## src/clm_pkg.sv

```systemverilog
// Shared types and constants of the colour-to-label matcher.
`default_nettype none
package clm_pkg;

  localparam int TABLE_DEPTH = 256;
  localparam int IDX_W       = (TABLE_DEPTH > 1) ? $clog2(TABLE_DEPTH) : 1;
  localparam int CNT_W       = $clog2(TABLE_DEPTH + 1);
  localparam int CH_W        = 8;
  localparam int SQ_W        = 2 * CH_W;
  localparam int DIST_W      = 18;
  localparam int THR_W       = 18;
  localparam int LABEL_W     = 8;
  localparam int OP_W        = 2;

  localparam logic [OP_W-1:0] OP_CLASSIFY = 2'd0;
  localparam logic [OP_W-1:0] OP_PRELOAD  = 2'd1;
  localparam logic [OP_W-1:0] OP_CLEAR    = 2'd2;

  // Red in the top byte, blue in the bottom byte.
  typedef struct packed {
    logic [CH_W-1:0] red;
    logic [CH_W-1:0] green;
    logic [CH_W-1:0] blue;
  } rgb_t;

  // Table read in flight toward the distance unit.
  typedef struct packed {
    logic             valid;
    logic [IDX_W-1:0] idx;
  } rd_tag_t;

  // Distance of one table entry to the current pixel.
  typedef struct packed {
    logic              valid;
    logic [IDX_W-1:0]  idx;
    logic [DIST_W-1:0] sq_dist;
  } score_t;

endpackage
`default_nettype wire

```

## src/clm_dist.sv

```systemverilog
// Squared colour distance of one table entry per cycle, squares registered.
`default_nettype none
module clm_dist (
  input  wire logic             clk,
  input  wire logic             rst_n,
  input  wire logic             flush,
  input  wire clm_pkg::rgb_t    pixel,
  input  wire clm_pkg::rgb_t    entry,
  input  wire clm_pkg::rd_tag_t tag,
  output clm_pkg::score_t       score
);
  import clm_pkg::*;

  logic             valid_r;
  logic [IDX_W-1:0] idx_r;
  logic [SQ_W-1:0]  sq_r_r, sq_g_r, sq_b_r;
  logic [CH_W-1:0]  d_red, d_green, d_blue;

  function automatic logic [CH_W-1:0] abs_diff(input logic [CH_W-1:0] a,
                                               input logic [CH_W-1:0] b);
    return (a > b) ? (a - b) : (b - a);
  endfunction

  always_comb begin
    d_red   = abs_diff(pixel.red,   entry.red);
    d_green = abs_diff(pixel.green, entry.green);
    d_blue  = abs_diff(pixel.blue,  entry.blue);
  end

  always_ff @(posedge clk) begin
    if (!rst_n || flush) begin
      valid_r <= 1'b0;
    end else begin
      valid_r <= tag.valid;
    end
    idx_r  <= tag.idx;
    sq_r_r <= SQ_W'(d_red) * SQ_W'(d_red);
    sq_g_r <= SQ_W'(d_green) * SQ_W'(d_green);
    sq_b_r <= SQ_W'(d_blue) * SQ_W'(d_blue);
  end

  always_comb begin
    score.valid   = valid_r;
    score.idx     = idx_r;
    score.sq_dist = DIST_W'(sq_r_r) + DIST_W'(sq_g_r) + DIST_W'(sq_b_r);
  end

endmodule
`default_nettype wire

```

## config.mk

```make
export PLATFORM = sky130hd
export DESIGN_NAME = clm_dist
export DESIGN_NICKNAME = d
export VERILOG_FILES = /design/src/clm_pkg.sv /design/src/clm_dist.sv
export SDC_FILE = /design/constraint.sdc
export NUM_CORES = 1
export LEC_CHECK = 0
export ABC_CLOCK_PERIOD_IN_PS = 8610
export BUFFER_PORTS_ARGS = -buffer_cell sky130_fd_sc_hd__buf_4
export CORE_MARGIN = 2
export CORE_UTILIZATION = 53
export CTS_BUF_LIST = sky130_fd_sc_hd__clkbuf_8
export CTS_CLUSTER_SIZE = 8
export DETAILED_ROUTE_END_ITERATION = 12
export GPL_ROUTABILITY_DRIVEN = 1
export GPL_TIMING_DRIVEN = 0
export HOLD_SLACK_MARGIN = 0.06
export PLACE_DENSITY = 0.74
export SLEW_MARGIN = 40
export SYNTH_ARGS = -nofsm -noshare
export SYNTH_HDL_FRONTEND = slang
export SYNTH_SLANG_ARGS = --single-unit
```

## constraint.sdc

```tcl
create_clock -name clk -period 8.61 [get_ports clk]
set_input_delay 0.861 -clock clk [delete_from_list [all_inputs] [get_ports clk]]
set_output_delay 0.861 -clock clk [all_outputs]
set_load 0.02 [all_outputs]
```

[Word-level counts from Yosys, hierarchy flattened]
Cells that the tools add are included.
Storage, ports and cells
  memories kept: 0
  memory bits (writable): 0
  latch bits: 0
  register bits: 57
  ROM bits: 0
Operators by class
  order comparisons: 3
  bitwise logic cells: 0
  shift operators: 0
  reductions and logical operators: 2
  multipliers: 3
  div/mod/pow operators: 0
  add/sub/neg operators: 8
  multiplexer cells: 3
  equality and inequality tests: 0
Operators by type and width (number)
  multiplier 8 x 8 -> 16 bit: 3
  subtractor 8 bit: 6
  > comparator 8 bit: 3
  2-to-1 mux 8 bit: 3
  adder 17 x 16 -> 18 bit: 1
  adder 16 x 16 -> 17 bit: 1
  zero test 1 bit: 1
  logical OR 1 bit: 1

[Logic depth before layout (Yosys ltp)]
Gate-level depths: netlist (run 1).
  depth after elaboration: 3
  gate-level depth with buffers: 27
  gate-level depth less buffers: 26

[Worst setup path after synthesis (run 1)]
OpenSTA, ideal clock, no wires.
  path type: input to register
  from: input port pixel[16] (netlist bit)
  to: register sq_r_r[12]
  slack: 2.095 ns
  data required time: 8.476 ns
  arrival time: 6.381 ns
  path buffers: 1
  stages on the path: 26
  cell sequence: inv_1 > ha_1 > inv_1 > fa_1 > a21o_1 > a221oi_4 > a21oi_4 > mux2i_1 > xnor2_1 > buf_2 > nor2_1 > inv_1 > fa_1 > inv_1 > fa_1 > inv_1 > fa_1 > fa_1 > inv_1 > ha_1 > inv_1 > nor2_1 > o31a_1 > o22ai_1 > and4b_1 > or4b_1
On the way
  word-level cells in the longest chain between the ends: 3
  elaborated cells between the ends (all ways): 5
RTL lines
  from (decl): RTL line clm_dist.sv:7  | input wire clm_pkg::rgb_t pixel,
  subtractor 8 bit / > comparator 8 bit (equally long branches): RTL line clm_dist.sv:21  | return (a > b) ? (a - b) : (b - a);
  2-to-1 mux 8 bit (*): RTL line clm_dist.sv:21
  multiplier 8 x 8 -> 16 bit (*): RTL line clm_dist.sv:37  | sq_r_r <= SQ_W'(d_red) * SQ_W'(d_red);
  to (signal assigned): RTL line clm_dist.sv:37
  to (decl): RTL line clm_dist.sv:16  | logic [SQ_W-1:0] sq_r_r, sq_g_r, sq_b_r;
Every way passes the cells marked *; elsewhere a longest branch is shown, timed or not.
A chain may end at the register's enable or synchronous reset.

[Final worst setup path (run 1)]
Same ends and word-level chain as after synthesis.

==> impl_metrics.env, run 1 <==
export IMPL_status="completed"
export IMPL_antenna_found_initial=0
export IMPL_grt_usage=0.1850
export IMPL_final_common_cell="inv_1"
export IMPL_hold_path_class="in -> reg"
export IMPL_fin_ws_ns=1.731
export IMPL_fin_nets=1408
export IMPL_fillers=1464
export IMPL_drt_initial_drc_count=311
export IMPL_post_cts_buffers=0
export IMPL_dpl_hpwl_um=13910
export IMPL_crit_path_start_kind="primary input"
export IMPL_ctsHoldBuffers=0
export IMPL_post_route_min_period_ns=6.879
export IMPL_syn_to_final_growth_pct=11.44
export IMPL_fin_area_um2=10100
export IMPL_grt_pass1_wl_um=28440
export IMPL_antenna_left=0
export IMPL_clkTransAtPathRegs_ns=0.09
export IMPL_clock_sinks=54
export IMPL_drv_slew=0
export IMPL_n_antenna_cell=0
export IMPL_synth_seq_cells=54
export IMPL_numPortBuffers=86
export IMPL_dieArea_um2=18170
export IMPL_drc=0
export IMPL_grt_setup_unrepaired="false"
export IMPL_wl_um=15870
export IMPL_post_cts_resized=0
export IMPL_vias=6743
export IMPL_setup_viol=0
export IMPL_grt_start_max_net_pins=17
export IMPL_placedCellCount=1315
export IMPL_ys_flop_type="dfxtp_1"
export IMPL_fin_tns_setup_ns=0
export IMPL_synth_seq_area_share=0.1192
export IMPL_cts_root_buffer="clkbuf_8"
export IMPL_place_ws_ns=1.464
export IMPL_start_util=0.5448
export IMPL_htree_levels=2
export IMPL_period_share=0.7990
export IMPL_layout_drive_gt1_share=0.1469
export IMPL_die_w_um=134.8
export IMPL_relSlewSlack=0.5025
export IMPL_fmax_mhz=145.4
export IMPL_wl_per_cell_um=11.99
export IMPL_drt_pass1_iterations=5
export IMPL_place_gp_congestion=0.8693
export IMPL_finalHoldViolCount=0
export IMPL_core_area_um2=16640
export IMPL_syn_inst=1007
export IMPL_grt_pass1_vias=6530
export IMPL_tightest_slew_ns=0.7437
export IMPL_die_h_um=134.8
export IMPL_arrival_ns=7.07
export IMPL_grt_ovfl_total=0
export IMPL_crit_fanout=10
export IMPL_synth_top_area_share=0.2142
export IMPL_cts_tree="built"
export IMPL_cts_max_path_buffers=2
export IMPL_synth_edff_count=0
export IMPL_syn_avg_cell_area_um2=9.004
export IMPL_synth_area_top_cells="fa_1 21%, ha_1 21%, dfxtp_1 12%"
export IMPL_synth_cell_types=66
export IMPL_row_count=47
export IMPL_final_cells=1323
export IMPL_viasPerCell=5.097
export IMPL_critPathKind="in -> reg"
export IMPL_syn_cell_area_um2=9067
export IMPL_cts_buffers=5
export IMPL_placed_area_um2=10000
export IMPL_yosys_area_top_type="fa_1"
export IMPL_ioPinCount=87
export IMPL_most_common_layout_cells="200 x inv_1, 149 x ha_1, 97 x nor2_1, 97 x fa_1, 92 x buf_4"
export IMPL_cp_data_required_time_ns=8.80
export IMPL_max_cap_viol_count=0
export IMPL_synthArstFlopShare=0
export IMPL_end_kind="flop"
export IMPL_yosys_warnings=0
==> synth_stat cells, drive strengths merged, types with 2 or more instances <==
library cell  count
o22ai             5
inv             201
xnor2            51
o31a              3
o21a              6
o311ai            2
nand2b           10
nor2            103
a31oi             8
xor2             25
or2              19
nor3             13
o211ai            2
a31o              3
nand3b            8
mux2i            19
o21ai            21
a211oi            4
nand2            31
a21o             32
a221oi            5
nor2b             4
o2bb2ai           3
a41oi             2
buf              15
nor3b             2
nand4             9
clkbuf            6
a21oi            64
and4              4
dfxtp            54
and3              4
o21bai            6
nand3             3
fa               97
ha              149
nor4b             3
==> sequential cells by signal, summed over array words and instances, names as in the netlist <==
name	flops
sq_b_r	15
idx_r	8
sq_r_r	15
sq_g_r	15
valid_r	1
==> worst max-delay path, cell delays in order <==
cell      delay [ns]
buf_4           0.12
inv_1           0.06
ha_1            0.17
inv_1           0.06
fa_1            0.43
a21o_1          0.26
a221oi_4        0.35
a21oi_4         0.18
mux2i_1         0.27
xnor2_1         0.13
buf_2           0.20
nor2_1          0.21
inv_1           0.10
fa_1            0.54
inv_1           0.05
fa_1            0.53
inv_1           0.05
fa_1            0.45
fa_1            0.50
inv_1           0.04
ha_1            0.31
inv_1           0.12
nor2_1          0.06
o31a_1          0.11
o22ai_1         0.33
nor4b_1         0.09
or4b_1          0.51
==> layer usage <==
layer	up-vias	GRT usage	routed length, µm
li1	3439	-	-
met1	3168	0.2679	7744
met2	124	0.3043	7305
met3	12	0.02553	681
met4	0	0.02281	136
met5	-	0	0
==> cells by family (layout without fill, tap and decap cells) <==
family	count (synthesis)	count (layout)	share of synthesized area
adder cells (fa/ha/maj)	246	246	0.4198
buffers and inverters	222	316	0.09838
AND/OR/NAND/NOR	218	218	0.1185
AO/OA/AOI/OAI	171	171	0.1307
XOR/XNOR	76	76	0.08748
flip-flops	54	54	0.1192
multiplexers	19	19	0.02553
other	1	3	0.0004136
==> final timing paths <==
kind / start / endpoint / slack, ns / cells past startpoint
max: pixel[16] / sq_r_r[12]$_DFF_P_ / 1.73 / 27
min: tag[3] / idx_r[3]$_DFF_P_ / 0.65 / 1
==> through the flow <==
step	util	hold slack, ns
final	0.6072	0.6483
after global placement	0.6006	0.9655
after floorplan	-	0.8887
after detailed placement	0.6011	0.9671
after global routing	0.6072	0.6282
after CTS	0.6063	0.6353
==> final cells by class <==
class                      instances  area, µm²  share of cell area
multi-input combinational        733       7124              0.7051
sequential                        54       1081              0.1070
inverter                         201      754.5             0.07467
timing repair buffer              86      645.6             0.06389
tap                              220      275.3             0.02724
buffer                            21      137.6             0.01362
clock buffer                       5      68.82            0.006810
clock inverter                     3      17.52            0.001734
Power of run 1 is not shown: default switching activity piles up to over one toggle a cycle in this logic, so the estimate is an artifact.
==> run 2, diff against run 1 <==
ABC_CLOCK_PERIOD_IN_PS = 6400   (was 8610)
clock period = 6.4 ns   (was 8.61 ns; I/O delays follow)
==> impl_metrics.env, run 2 (synthesis results as in run 1) <==
export IMPL_status="completed"
export IMPL_cts_root_buffer="clkbuf_8"
export IMPL_cp_data_required_time_ns=6.59
export IMPL_hold_path_class="in -> reg"
export IMPL_clkTransAtPathRegs_ns=0.09
export IMPL_drc=0
export IMPL_grt_ovfl_total=0
export IMPL_fin_ws_ns=0.1481
export IMPL_crit_fanout=8
export IMPL_tightest_slew_ns=0.6433
export IMPL_cts_buffers=5
export IMPL_end_kind="flop"
export IMPL_critPathKind="in -> reg"
export IMPL_grt_pass1_wl_um=28510
export IMPL_antenna_found_initial=0
export IMPL_max_cap_viol_count=0
export IMPL_antenna_left=0
export IMPL_fillers=1408
export IMPL_reg_top3="sq_b_r: 15 flops, sq_g_r: 15 flops, sq_r_r: 15 flops"
export IMPL_finalHoldViolCount=0
export IMPL_wl_um=16830
export IMPL_final_common_cell="inv_1"
export IMPL_start_util=0.5448
export IMPL_fin_tns_setup_ns=0
export IMPL_arrival_ns=6.44
export IMPL_die_w_um=134.8
export IMPL_crit_path_start_kind="primary input"
export IMPL_most_common_layout_cells="193 x inv_1, 144 x ha_1, 129 x buf_4"
export IMPL_grt_setup_unrepaired="true"
export IMPL_post_route_min_period_ns=6.252
export IMPL_finalCoreUtilization=0.6393
export IMPL_cts_max_path_buffers=2
export IMPL_core_area_um2=16640
export IMPL_place_gp_congestion=0.8693
export IMPL_vias=6923
export IMPL_clock_sinks=54
export IMPL_grt_start_max_net_pins=17
export IMPL_drt_pass1_iterations=4
export IMPL_die_h_um=134.8
export IMPL_period_share=0.9769
export IMPL_fin_nets=1446
export IMPL_n_antenna_cell=0
export IMPL_grt_usage=0.1858
export IMPL_ctsHoldBuffers=0
export IMPL_dpl_hpwl_um=13910
export IMPL_layout_drive_gt1_share=0.2103
export IMPL_holdWs_ns=0.4270
export IMPL_numPortBuffers=86
export IMPL_fmax_mhz=160.0
export IMPL_ioPinCount=87
export IMPL_cts_tree="built"
export IMPL_row_count=47
export IMPL_viasPerCell=5.087
export IMPL_dieArea_um2=18170
export IMPL_wl_per_cell_um=12.36
export IMPL_relSlewSlack=0.5690
export IMPL_drt_initial_drc_count=308
export IMPL_setup_viol=0
export IMPL_syn_to_final_growth_pct=17.33
export IMPL_place_ws_ns=-0.5247
export IMPL_drv_slew=0
export IMPL_grt_pass1_vias=6531
export IMPL_htree_levels=2
[run 2: cell types whose count changed in the layout (fill, tap and decap cells not counted), sizes merged]
cell | previous run | this run
buf | 101 | 138
clkbuf | 11 | 12
[run 2: layout make-up]
| class | count | area [µm²] | share of cell area |
|---|---|---|---|
| flip-flops and latches | 54 | 1081 | 0.1016 |
| repair buffers | 124 | 943.4 | 0.08867 |
| well taps | 220 | 275.3 | 0.02587 |
| clock buffers | 5 | 68.82 | 0.006468 |
| inverters | 201 | 757.0 | 0.07115 |
| plain buffers | 21 | 150.1 | 0.01411 |
| multi-input cells | 733 | 7346 | 0.6905 |
| clock inverters | 3 | 17.52 | 0.001646 |
[run 2: final timing paths]
path | slack (ns) | end | from | cells past startpoint
min | 0.43 | idx_r[3]$_DFF_P_ | tag[3] | 1
max | 0.15 | sq_r_r[12]$_DFF_P_ | pixel[16] | 25
[run 2: worst max-delay path: stages]
cell and delay [ns]:
buf_4 0.13, inv_4 0.05, ha_4 0.12, inv_2 0.04, fa_2 0.38, a21o_1 0.21, a221oi_4 0.36, a21oi_4 0.16
mux2i_4 0.26, xor2_4 0.33, or2_4 0.21, inv_2 0.04, fa_1 0.49, fa_1 0.56, inv_2 0.04, fa_1 0.49
fa_1 0.54, inv_2 0.05, ha_4 0.26, inv_2 0.04, nor2_2 0.07, o31a_1 0.20, o22ai_4 0.10, and4b_1 0.19
or4b_1 0.48
[run 2: metrics by stage]
step	area, µm²	std cells
floorplan	9075	1009
CTS	10140	1327
global placement	9996	1315
finish	10640	1361
global route	10640	1361
detailed placement	10000	1315
[run 2: per-layer routing]
metal | wire length, µm | vias up | part of all wire | global-route usage
met1 | 8107 | 3287 | 0.48 | 0.2693
li1 | - | 3512 | - | -
met5 | 0 | - | 0 | 0
met3 | 626 | 12 | 0.037 | 0.02590
met2 | 8018 | 112 | 0.48 | 0.3051
met4 | 74 | 0 | 0.0044 | 0.02281
[run 2: timing repair]
item                       CTS  global route
setup endpoints to repair    2            14
resized for setup            4            54
buffers inserted             4            34
pin swaps                    2            30
Power of run 2 is left out for the same reason.
==> run 3, diff against run 2 <==
CORE_MARGIN = not set   (was 2)
==> impl_metrics.env, run 3 (synthesis results as in run 1) <==
export IMPL_status="completed"
export IMPL_crit_path_start_kind="primary input"
export IMPL_drt_pass1_iterations=5
export IMPL_fmax_mhz=160.3
export IMPL_clkTransAtPathRegs_ns=0.10
export IMPL_grt_start_max_net_pins=18
export IMPL_cts_root_buffer="clkbuf_8"
export IMPL_dpl_hpwl_um=13930
export IMPL_period_share=0.9746
export IMPL_drt_initial_drc_count=328
export IMPL_max_stage_delay_ns=0.56
export IMPL_cp_data_required_time_ns=6.60
export IMPL_fin_nets=1441
export IMPL_grt_pass1_vias=6546
export IMPL_row_count=47
export IMPL_cts_max_path_buffers=2
export IMPL_seqCellArea_um2=1081
export IMPL_placedCellCount=1315
export IMPL_ioPinCount=87
export IMPL_fin_area_um2=10600
export IMPL_reg_top3="sq_b_r: 15 flops, sq_g_r: 15 flops, sq_r_r: 15 flops"
export IMPL_grt_setup_unrepaired="true"
export IMPL_tightest_slew_ns=0.6030
export IMPL_post_route_min_period_ns=6.238
export IMPL_syn_to_final_growth_pct=16.88
export IMPL_antenna_left=0
export IMPL_cts_tree="built"
export IMPL_die_w_um=132.8
export IMPL_multiInputGateArea_um2=7312
export IMPL_grt_pass1_wl_um=28920
export IMPL_grt_usage=0.1945
export IMPL_setup_viol=0
export IMPL_drv_slew=0
export IMPL_placed_area_um2=10000
export IMPL_arrival_ns=6.44
export IMPL_viasPerCell=5.119
export IMPL_cts_buffers=5
export IMPL_final_cells=1356
export IMPL_crit_fanout=8
export IMPL_finalHoldViolCount=0
export IMPL_htree_levels=2
export IMPL_final_common_cell="inv_1"
export IMPL_drc=0
export IMPL_critPathKind="in -> reg"
export IMPL_place_gp_congestion=0.8396
export IMPL_wl_per_cell_um=12.61
export IMPL_n_antenna_cell=0
export IMPL_core_area_um2=16640
export IMPL_numPortBuffers=86
export IMPL_start_util=0.5448
export IMPL_layout_drive_gt1_share=0.1989
export IMPL_fillers=1400
export IMPL_place_ws_ns=-0.5168
export IMPL_grt_ovfl_total=0
export IMPL_dieArea_um2=17640
export IMPL_die_h_um=132.8
export IMPL_clock_sinks=54
export IMPL_relSlewSlack=0.5960
export IMPL_end_kind="flop"
export IMPL_vias=6941
export IMPL_antenna_found_initial=0
export IMPL_ctsHoldBuffers=0
export IMPL_critPathMostFrequentCell="inv_2"
export IMPL_cp_slowest_cell="fa_1"
export IMPL_most_common_layout_cells="192 x inv_1, 145 x ha_1, 120 x buf_4"
export IMPL_fin_ws_ns=0.1623
export IMPL_hold_path_class="in -> reg"
export IMPL_wl_um=17110
export IMPL_max_cap_viol_count=0
[run 3: changes by cell type in the layout (fill, tap and decap cells not counted), sizes merged]
cell | before | now
xnor2 | 51 | 52
buf | 138 | 133
inv | 202 | 201
[run 3: what timing repair did]
action | 4_1_cts | 5_1_grt
resized for setup | 6 | 47
setup buffers | 5 | 27
gates cloned | 0 | 1
endpoints found under the setup margin | 2 | 13
endpoints found under the hold margin | 0 | 0
pin swaps | 4 | 28
[run 3: cell type report]
class / instances / area share
Buffer: 21 / 0.01417
Inverter: 201 / 0.07143
Clock inverter: 2 / 0.001653
Multi-Input combinational cell: 734 / 0.6900
Tap cell: 220 / 0.02597
Sequential cell: 54 / 0.1020
Timing Repair Buffer: 118 / 0.08701
Clock buffer: 6 / 0.007792
[run 3: per-layer routing]
metal,vias to the layer above,GRT usage,share of wire
met1,3276,0.2792,0.49
met5,-,0,0
li1,3521,-,-
met3,21,0.02337,0.032
met2,123,0.3208,0.47
met4,0,0.02490,0.011
[run 3: per-stage QoR]
| stage | util | hold WS (ns) | TNS [ns] |
|---|---|---|---|
| 2_1_floorplan | - | 0.6677 | 0 |
| 3_3_place_gp | 0.6006 | 0.7445 | -3.316 |
| 3_5_place_dp | 0.6011 | 0.7456 | -3.403 |
| 4_1_cts | 0.6118 | 0.4023 | 0 |
| 5_1_grt | 0.6368 | 0.3974 | -0.06519 |
| 6_report | 0.6368 | 0.4147 | 0 |
[run 3: worst paths after layout]
kind	start	end	slack [ns]	cells after the start
setup / recovery	pixel[16]	sq_r_r[12]$_DFF_P_	0.16	25
hold / removal	tag[1]	idx_r[1]$_DFF_P_	0.41	1
[run 3: critical path: cells and delay by family]
family          cells  cell delay [ns]
compound gates      5             1.05
xor+xnor            1             0.32
fa+ha+maj           7             2.87
buf+inv             7             0.35
mux                 1             0.25
simple gates        4             0.96
Power of run 3 is left out for the same reason.
